File: src/hw/rtl/selt_pkg.sv
// Shared types and codes for the shared/exclusive latch table.
// No dependencies; used by selt_core and shared_exclusive_latch_table.

package selt_pkg;

    typedef enum logic [1:0] {
        OP_ACQUIRE = 2'd0,
        OP_UPGRADE = 2'd1,
        OP_RELEASE = 2'd2,
        OP_QUERY   = 2'd3
    } t_op;

    typedef enum logic [1:0] {
        ST_DONE       = 2'd0,
        ST_WAIT       = 2'd1,
        ST_NOT_HOLDER = 2'd2,
        ST_OVERFLOW   = 2'd3
    } t_status;

    typedef enum logic [1:0] {
        MODE_NONE   = 2'd0,
        MODE_SHARED = 2'd1,
        MODE_EXCL   = 2'd2
    } t_mode;

    localparam logic [7:0] CNT_MAX = 8'hFF;

    typedef struct packed {
        logic [1:0] operation;
        logic [7:0] thread_id;
        logic       want_exclusive;
        logic       waiters_present;
    } t_in_word;

    typedef struct packed {
        logic [1:0] status;
        logic [7:0] hold_count;
        logic [1:0] latch_mode;
        logic [2:0] holder_count;
        logic [9:0] total_count;
        logic       wake_waiters;
    } t_out_word;

endpackage

File: src/hw/rtl/selt_core.sv
// Holder slot table with its one-pass update: lookup, grant decision, compaction.
// Depends on selt_pkg.

module selt_core #(
    parameter int MAX_SHARERS = 4
) (
    input  logic                i_clk,
    input  logic                i_rst_n,
    input  logic                i_step,
    input  selt_pkg::t_in_word  i_word,
    output selt_pkg::t_out_word o_word
);

    localparam int CW = $clog2(MAX_SHARERS + 1);

    logic [7:0]         r_owner [MAX_SHARERS];
    logic [7:0]         r_cnt   [MAX_SHARERS];
    logic [7:0]         n_owner [MAX_SHARERS];
    logic [7:0]         n_cnt   [MAX_SHARERS];
    selt_pkg::t_mode    r_mode, n_mode;
    logic [CW-1:0]      r_holders, n_holders;
    logic [9:0]         r_total, n_total;

    logic [MAX_SHARERS-1:0] occupied, hit, last, first_free;
    logic [7:0]  cnt_h, cnt_last, owner_last, cnt_dec, g_cnt_old, hold;
    logic        any_hit, occ_zero, occ_one, occ_full, tid_zero;
    logic        g_ok, g_new, overflow, grant, up_ok, rel_ok, freeing;
    selt_pkg::t_mode   g_mode;
    selt_pkg::t_status status;

    always_comb begin
        for (int i = 0; i < MAX_SHARERS; i++) begin
            occupied[i] = (r_cnt[i] != 8'd0);
            hit[i]      = occupied[i] && (r_owner[i] == i_word.thread_id);
        end
        last       = occupied & ~(occupied >> 1);
        first_free = ~occupied & {occupied[MAX_SHARERS-2:0], 1'b1};
        cnt_h      = '0;
        cnt_last   = '0;
        owner_last = '0;
        for (int i = 0; i < MAX_SHARERS; i++) begin
            cnt_h      = cnt_h      | (hit[i]  ? r_cnt[i]   : 8'd0);
            cnt_last   = cnt_last   | (last[i] ? r_cnt[i]   : 8'd0);
            owner_last = owner_last | (last[i] ? r_owner[i] : 8'd0);
        end
        any_hit  = |hit;
        occ_zero = !occupied[0];
        occ_one  = occupied[0] && !occupied[1];
        occ_full = occupied[MAX_SHARERS-1];
        tid_zero = (i_word.thread_id == 8'd0);
    end

    always_comb begin
        g_ok   = 1'b0;
        g_new  = 1'b0;
        g_mode = i_word.want_exclusive ? selt_pkg::MODE_EXCL : selt_pkg::MODE_SHARED;
        if (tid_zero) begin
            g_ok = 1'b0;
        end else if (occ_zero) begin
            g_ok  = 1'b1;
            g_new = 1'b1;
        end else if (r_mode == selt_pkg::MODE_EXCL) begin
            if (hit[0]) begin
                g_ok   = 1'b1;
                g_mode = selt_pkg::MODE_EXCL;
            end
        end else if (any_hit) begin
            g_ok = !i_word.want_exclusive || occ_one;
        end else if (!i_word.waiters_present && !occ_full && !i_word.want_exclusive) begin
            g_ok  = 1'b1;
            g_new = 1'b1;
        end
        g_cnt_old = g_new ? 8'd0 : cnt_h;
        overflow  = g_ok && (g_cnt_old == selt_pkg::CNT_MAX);
        up_ok     = any_hit && occ_one;
        rel_ok    = any_hit;
        cnt_dec   = cnt_h - 8'd1;
        freeing   = rel_ok && (cnt_dec == 8'd0);
        grant     = 1'b0;
        status    = selt_pkg::ST_DONE;
        case (selt_pkg::t_op'(i_word.operation))
            selt_pkg::OP_ACQUIRE: begin
                grant = g_ok && !overflow;
                if (!g_ok) begin
                    status = selt_pkg::ST_WAIT;
                end else if (overflow) begin
                    status = selt_pkg::ST_OVERFLOW;
                end
            end
            selt_pkg::OP_UPGRADE: begin
                if (!up_ok) begin
                    status = selt_pkg::ST_WAIT;
                end
            end
            selt_pkg::OP_RELEASE: begin
                if (!rel_ok) begin
                    status = selt_pkg::ST_NOT_HOLDER;
                end
            end
            default: begin
                status = selt_pkg::ST_DONE;
            end
        endcase
    end

    always_comb begin
        for (int i = 0; i < MAX_SHARERS; i++) begin
            n_owner[i] = r_owner[i];
            n_cnt[i]   = r_cnt[i];
            if (grant && g_new && first_free[i]) begin
                n_owner[i] = i_word.thread_id;
                n_cnt[i]   = 8'd1;
            end
            if (grant && !g_new && hit[i]) begin
                n_cnt[i] = r_cnt[i] + 8'd1;
            end
            if (i_word.operation == selt_pkg::OP_RELEASE) begin
                if (rel_ok && !freeing && hit[i]) begin
                    n_cnt[i] = cnt_dec;
                end
                if (freeing && hit[i]) begin
                    n_owner[i] = owner_last;
                    n_cnt[i]   = cnt_last;
                end
                if (freeing && last[i]) begin
                    n_cnt[i] = 8'd0;
                end
            end
        end
        n_mode    = r_mode;
        n_holders = r_holders;
        n_total   = r_total;
        hold      = any_hit ? cnt_h : 8'd0;
        case (selt_pkg::t_op'(i_word.operation))
            selt_pkg::OP_ACQUIRE: begin
                if (grant) begin
                    n_mode    = g_mode;
                    n_holders = r_holders + CW'(g_new);
                    n_total   = r_total + 10'd1;
                    hold      = g_cnt_old + 8'd1;
                end
            end
            selt_pkg::OP_UPGRADE: begin
                if (up_ok) begin
                    n_mode = selt_pkg::MODE_EXCL;
                end
            end
            selt_pkg::OP_RELEASE: begin
                if (rel_ok) begin
                    n_total = r_total - 10'd1;
                    hold    = cnt_dec;
                end
                if (freeing) begin
                    n_holders = r_holders - CW'(1);
                    if (occ_one) begin
                        n_mode = selt_pkg::MODE_NONE;
                    end
                end
            end
            default: begin
                n_mode = r_mode;
            end
        endcase
        o_word.status       = status;
        o_word.hold_count   = hold;
        o_word.latch_mode   = n_mode;
        o_word.holder_count = 3'(n_holders);
        o_word.total_count  = n_total;
        o_word.wake_waiters = (i_word.operation == selt_pkg::OP_RELEASE) && freeing;
    end

    always_ff @(posedge i_clk) begin
        if (!i_rst_n) begin
            for (int i = 0; i < MAX_SHARERS; i++) begin
                r_cnt[i] <= 8'd0;
            end
            r_mode    <= selt_pkg::MODE_NONE;
            r_holders <= '0;
            r_total   <= '0;
        end else if (i_step) begin
            for (int i = 0; i < MAX_SHARERS; i++) begin
                r_cnt[i] <= n_cnt[i];
            end
            r_mode    <= n_mode;
            r_holders <= n_holders;
            r_total   <= n_total;
        end
    end

    always_ff @(posedge i_clk) begin
        if (i_step) begin
            for (int i = 0; i < MAX_SHARERS; i++) begin
                r_owner[i] <= n_owner[i];
            end
        end
    end

endmodule

File: src/hw/rtl/shared_exclusive_latch_table.sv
// Top level of the shared/exclusive latch table: input register, result register, handshake.
// Depends on selt_pkg and selt_core.

// One word in, one result word out per request. The block takes a request
// every cycle while o_in_stall is low; an accepted request sits in the input
// register while the slot table update feeds its result into the result
// register. The slot table resolves each request in a single update, with
// all MAX_SHARERS slots compared in parallel. Holder and total counts are
// kept as running registers, and an output stall holds the result and backs
// up into the input side.

module shared_exclusive_latch_table #(
    parameter int MAX_SHARERS = 4
) (
    input  logic                i_clk,
    input  logic                i_rst_n,
    input  logic                i_in_valid,
    output logic                o_in_stall,
    input  selt_pkg::t_in_word  i_in_word,
    output logic                o_out_valid,
    input  logic                i_out_stall,
    output selt_pkg::t_out_word o_out_word
);

    logic                r_in_vld;
    selt_pkg::t_in_word  r_in_word;
    logic                r_out_vld;
    selt_pkg::t_out_word r_out_word;
    selt_pkg::t_out_word w_res;
    logic                w_adv;

    assign w_adv      = r_in_vld && (!r_out_vld || !i_out_stall);
    assign o_in_stall = r_in_vld && !w_adv;

    selt_core #(
        .MAX_SHARERS(MAX_SHARERS)
    ) u_core (
        .i_clk   (i_clk),
        .i_rst_n (i_rst_n),
        .i_step  (w_adv),
        .i_word  (r_in_word),
        .o_word  (w_res)
    );

    always_ff @(posedge i_clk) begin
        if (!i_rst_n) begin
            r_in_vld  <= 1'b0;
            r_out_vld <= 1'b0;
        end else begin
            if (!o_in_stall) begin
                r_in_vld <= i_in_valid;
            end
            if (w_adv) begin
                r_out_vld <= 1'b1;
            end else if (!i_out_stall) begin
                r_out_vld <= 1'b0;
            end
        end
    end

    always_ff @(posedge i_clk) begin
        if (!o_in_stall && i_in_valid) begin
            r_in_word <= i_in_word;
        end
        if (w_adv) begin
            r_out_word <= w_res;
        end
    end

    assign o_out_valid = r_out_vld;
    assign o_out_word  = r_out_word;

`ifndef SYNTHESIS
    a_in_hold: assert property (@(posedge i_clk) disable iff (!i_rst_n)
        (r_in_vld && !w_adv) |=> (r_in_vld && $stable(r_in_word)))
        else $error("held request lost or changed");

    a_excl_sole: assert property (@(posedge i_clk) disable iff (!i_rst_n)
        (o_out_valid && (o_out_word.latch_mode == selt_pkg::MODE_EXCL))
            |-> (o_out_word.holder_count == 3'd1))
        else $error("exclusive mode with other than one holder");

    a_wake_done: assert property (@(posedge i_clk) disable iff (!i_rst_n)
        (o_out_valid && o_out_word.wake_waiters)
            |-> (o_out_word.status == selt_pkg::ST_DONE && o_out_word.hold_count == 8'd0))
        else $error("wake without a completed release");
`endif

endmodule
File: config.mk
export PLATFORM = sky130hd
export DESIGN_NAME = shared_exclusive_latch_table
export DESIGN_NICKNAME = d
export VERILOG_FILES = /design/src/hw/rtl/selt_pkg.sv /design/src/hw/rtl/selt_core.sv /design/src/hw/rtl/shared_exclusive_latch_table.sv
export SDC_FILE = /design/constraint.sdc
export NUM_CORES = 1
export LEC_CHECK = 0
export ABC_AREA = 0
export BUFFER_PORTS_ARGS = -buffer_cell sky130_fd_sc_hd__buf_2
export CAP_MARGIN = 15
export CELL_PAD_IN_SITES_DETAIL_PLACEMENT = 1
export CELL_PAD_IN_SITES_GLOBAL_PLACEMENT = 2
export CORE_AREA = 3 3 181 139
export CTS_BUF_LIST = sky130_fd_sc_hd__clkbuf_8
export CTS_CLUSTER_DIAMETER = 80
export DETAILED_ROUTE_END_ITERATION = 10
export DIE_AREA = 0 0 184 142
export GPL_TIMING_DRIVEN = 0
export PLACE_DENSITY = 0.81
export RECOVER_POWER = 100
export SLEW_MARGIN = 10
export SYNTH_ARGS = -nofsm -noshare
export SYNTH_HDL_FRONTEND = slang
export SYNTH_SLANG_ARGS = --single-unit
File: constraint.sdc
create_clock -name i_clk -period 4.3 [get_ports i_clk]
set_input_delay 0.43 -clock i_clk [delete_from_list [all_inputs] [get_ports i_clk]]
set_output_delay 0.43 -clock i_clk [all_outputs]
set_load 0.05 [all_outputs]
==> key figures <==
Synth
  • Gate Count Post-Synth: 925
  • Post-Synthesis Net Count: 957
  • Number of enable flip-flop cells after synthesis: between 100 and 150
  • Fraction of the mapped netlist area in compound gates: 18.19%
  • Synth async-reset ratio: 0%
  • Share of synthesized area spent on multiplexers: 7.964%
  • Post-synth top cells: 102 x sky130_fd_sc_hd__edfxtp_1, 77 x sky130_fd_sc_hd__nand2_1, 68 x sky130_fd_sc_hd__mux2i_1
  • Register area share after synthesis: 39.17%
  • Cell types with the largest area share after synthesis: sky130_fd_sc_hd__edfxtp_1 35%, sky130_fd_sc_hd__mux2i_1 7.8%, sky130_fd_sc_hd__xnor2_1 5.2%
  • Flops & latches, synth: 119
  • Synthesized area: 0.008688 mm2
  • Count of distinct cell types in the synthesized netlist: 78
  • Cell taking the most area after synthesis: sky130_fd_sc_hd__edfxtp_1
  • Leading cell type by number of instances after synthesis: sky130_fd_sc_hd__edfxtp_1
  • Synth top area share: roughly a third
  • Main flop type after synthesis: sky130_fd_sc_hd__edfxtp_1
  • Dominant combinational cell family by area after synthesis: simple AND/OR/NAND/NOR gates
  • Mean post-synth cell area: 9.393 um2
  • Synthesized-area fraction occupied by and/or/nand/nor cells: 20.91%
  • Adder-Cell Fraction of Synth Area: 2.304%
  • YS warnings: 0
  • Fraction of synthesized cell area in xor and xnor cells: 7.359%

Critical path
  • Buf/Inv on CP: 4
  • Critical path endpoint category: register
  • Worst path depth: 16
  • CP Data Arrival Time: 4.64 ns
  • Startpoint of the worst-slack reg-to-reg timing path: u_core.r_cnt[0][0]$_SDFFCE_PN0P_
  • Capturing instance or port of the critical path: o_out_word[12]$_DFFE_PP_
  • Worst r2r dst: o_out_word[12]$_DFFE_PP_
  • Critical Setup Path Class: register to register
  • Worst path required time: 4.61 ns
  • CP cell instances: inv_2 -> ha_4 -> or4b_4 -> nor2_4 -> buf_6 -> nor4_1 -> or4_4 -> buf_8 -> inv_8 -> ha_4 -> nand4_1 -> a211o_1 -> a211o_4 -> or4_4 -> and2_4 -> o21ai_2
  • Worst setup path startpoint: u_core.r_cnt[0][0]$_SDFFCE_PN0P_
  • Path depth of the worst reg2reg path: 16
  • Peak fanout along the critical path: 6
  • CP max-delay cell: sky130_fd_sc_hd__or4_4
  • Critical path's largest stage delay: 0.57 ns
  • Dominant delay contributor by cell family on the critical path: simple AND/OR/NAND/NOR gates
  • R2R Setup Slk: -0.03 ns
  • Startpoint kind of the worst setup timing path: register

Flow run
  • Number of maximum-capacitance violations: 1

Cells and area
  • Final instance count without filler cells: 1356
  • Post-synthesis to final-layout area growth: 21.63%
  • Antenna diode count: 0
  • Share of final-layout standard cells stronger than drive strength 1: between 15 and 20%
  • Net total in the final layout: 1069

Clock network
  • Clock buffer depth: 2
  • Clock transition at the register clock pins on the worst setup and hold paths after CTS: 0.09 ns
  • Level count of the clock H-tree: 4
  • TritonCTS sink count: 119
  • Root Driver: sky130_fd_sc_hd__clkbuf_8
  • CTS tree: done
  • Post-cts hold buffer count: 0
  • Clock buffer count from CTS: 17
  • Clock Latency Late Sink: 0.48 ns

Global route
  • Number of global-route vias before repair: 8244
  • Maximum number of pins on one net before global-route repair: 41
  • Total grt overflow: 0
  • Number of antenna violations at the first check in global routing: 0
  • First-pass GRT wire length: 50830 um
  • GRT Resource Usage Total: 25.70%

Floorplanning
  • Initial core utilization: 36.71%
  • Horizontal die dimension: between 150 and 200 um
  • DIE AREA: 0.02613 mm2
  • Boundary pin count: 44
  • Core area: 0.02367 mm2
  • Number of placement rows: 49
  • Die Y: 142 um

Routing
  • Number of optimization iterations in the first detailed-route pass: 6
  • Average wire length per cell after detail routing: 25.04 um
  • Routed vias/inst: 6.219
  • Residual antenna-violating net count after detailed routing: 0
  • Via count: 8433
  • Number of DRC violations after detailed routing: 0
  • Wire length reported by the detailed router: around 34000 um
  • Detailed router's first-iteration violation count: 950

Timing
  • Headroom to the max-slew limit: -5.529%
  • Timing-limited maximum frequency: 231.1 MHz
  • Setup repair after global routing missed its margin: true
  • Worst Clk Skew: 0.02234 ns
  • Fin worst setup slack: -0.02795 ns
  • Worst-Margin Slew: between 1.5 and 2 ns
  • TNS Setup: -0.02795 ns
  • Final-report setup violation count: 1
  • Number of slew-limit violations in the final report: 29
  • Shortest clock period the worst path allows after layout: 4.328 ns
  • Share of the clock period used by the worst path: 100.7%
  • Hold Violations, Final: 0

Pwr
  • Power per unit of standard cell area: roughly 270 mW/mm2
  • Peak ir drop on the vdd network: about 0.27 mV
  • Leak pwr: 0.003721 uW

Placement
  • Number of placed instances with taps included: 1277
  • DPL Wire Length: 24740 um
  • Placer's final routability congestion estimate: 0.9243
  • Port Buffer Count: 43

Status
  • Outcome: finished with violations
  • Violated checks: capacitance limit, slew limit, setup timing

Hold path
  • Min-delay worst type: input port to register
[placed cells by master (no fill, tap or decap), types with 9 or more instances in the layout]
cell	n
sky130_fd_sc_hd__dfxtp_1	17
sky130_fd_sc_hd__xnor2_1	52
sky130_fd_sc_hd__clkbuf_1	64
sky130_fd_sc_hd__a22o_1	10
sky130_fd_sc_hd__ha_1	13
sky130_fd_sc_hd__nand4_1	26
sky130_fd_sc_hd__a221oi_1	10
sky130_fd_sc_hd__inv_1	23
sky130_fd_sc_hd__a211oi_1	9
sky130_fd_sc_hd__nor4_1	11
sky130_fd_sc_hd__edfxtp_1	102
sky130_fd_sc_hd__a31oi_1	14
sky130_fd_sc_hd__and3_1	22
sky130_fd_sc_hd__nor2_1	50
sky130_fd_sc_hd__o21ai_0	28
sky130_fd_sc_hd__buf_4	50
sky130_fd_sc_hd__nand2_1	76
sky130_fd_sc_hd__and2_1	14
sky130_fd_sc_hd__o22ai_1	13
sky130_fd_sc_hd__buf_2	19
sky130_fd_sc_hd__xor2_1	21
sky130_fd_sc_hd__o211ai_1	9
sky130_fd_sc_hd__nor3_1	19
sky130_fd_sc_hd__clkbuf_8	17
sky130_fd_sc_hd__mux2i_1	68
sky130_fd_sc_hd__a21oi_1	40
sky130_fd_sc_hd__nand3_1	53
[cell families (layout without fill, tap and decap cells)]
logic type / count (synthesis) / count (layout)
simple gates: 340 / 340
compound gates: 223 / 223
flops: 119 / 119
buf+inv: 85 / 210
xor+xnor: 73 / 73
mux: 69 / 69
fa+ha+maj: 16 / 16
[power breakdown]
part           switching, uW  internal [uW]
Clock                    559            577
Combinational            277            123
Sequential              43.5           1300
[sequential cells by signal, indices dropped and copies added, names as in the netlist]
register	cells
o_out_word	26
u_core.r_owner	32
u_core.r_holders	3
r_in_vld	1
u_core.r_total	10
r_in_word	12
u_core.r_cnt	32
u_core.r_mode	2
o_out_valid	1
[metal layers]
| metal | track usage (%) | share of wire, % | vias to the layer above |
|---|---|---|---|
| met2 | 38.01 | 43 | 354 |
| met5 | 0 | 0 | - |
| li1 | - | - | 3795 |
| met3 | 6.719 | 7.6 | 41 |
| met4 | 6.004 | 1.7 | 0 |
| met1 | 37.71 | 47 | 4243 |
[through the flow]
step / hold WS (ns) / util, % / cell area (um2) / total power, uW / setup slack [ns]
after floorplan: 0.4544 / - / 8688 / 1590 / 0.06365
after global placement: 0.4662 / 39.24 / 9286 / 1711 / -1.265
after detailed placement: 0.5086 / 39.50 / 9348 / 1720 / -1.359
after CTS: 0.1008 / 43.34 / 10260 / 2875 / 0.002335
after global routing: 0.1005 / 44.65 / 10570 / 2971 / -0.05493
final: 0.1250 / 44.65 / 10570 / 2879 / -0.02795
[area by class of cell]
type | instances | area (um2)
Inverter | 29 | 131.4
Sequential cell | 119 | 3403
Multi-Input combinational cell | 721 | 5320
Clock inverter | 15 | 173.9
Tap cell | 306 | 382.9
Fill cell | 2719 | 13100
Buffer | 52 | 284.0
Timing Repair Buffer | 97 | 638.1
Clock buffer | 17 | 234.0
[worst min-delay path by stage]
| stage | startpoint | to | slack (ns) | depth (start not counted) |
|---|---|---|---|---|
| 6_report | i_in_word[7] | r_in_word[7]$_DFFE_PP_ | 0.12 | 1 |
| 3_3_place_gp | u_core.r_holders[2]$_SDFFE_PN0P_ | u_core.r_holders[2]$_SDFFE_PN0P_ | 0.47 | 2 |
| 5_1_grt | i_in_word[7] | r_in_word[7]$_DFFE_PP_ | 0.10 | 1 |
| 2_1_floorplan | u_core.r_holders[2]$_SDFFE_PN0P_ | u_core.r_holders[2]$_SDFFE_PN0P_ | 0.45 | 2 |
| 3_5_place_dp | u_core.r_holders[2]$_SDFFE_PN0P_ | u_core.r_holders[2]$_SDFFE_PN0P_ | 0.51 | 2 |
| 4_1_cts | i_in_word[7] | r_in_word[7]$_DFFE_PP_ | 0.10 | 1 |
[timing repair]
item                                   CTS  global route
endpoints found under the hold margin    0             0
pin swaps                               11            25
buffers inserted                        22            29
setup endpoints to repair              105            89
gates resized for setup                 70            43
Note: power is estimated with default switching activity, not from simulation.
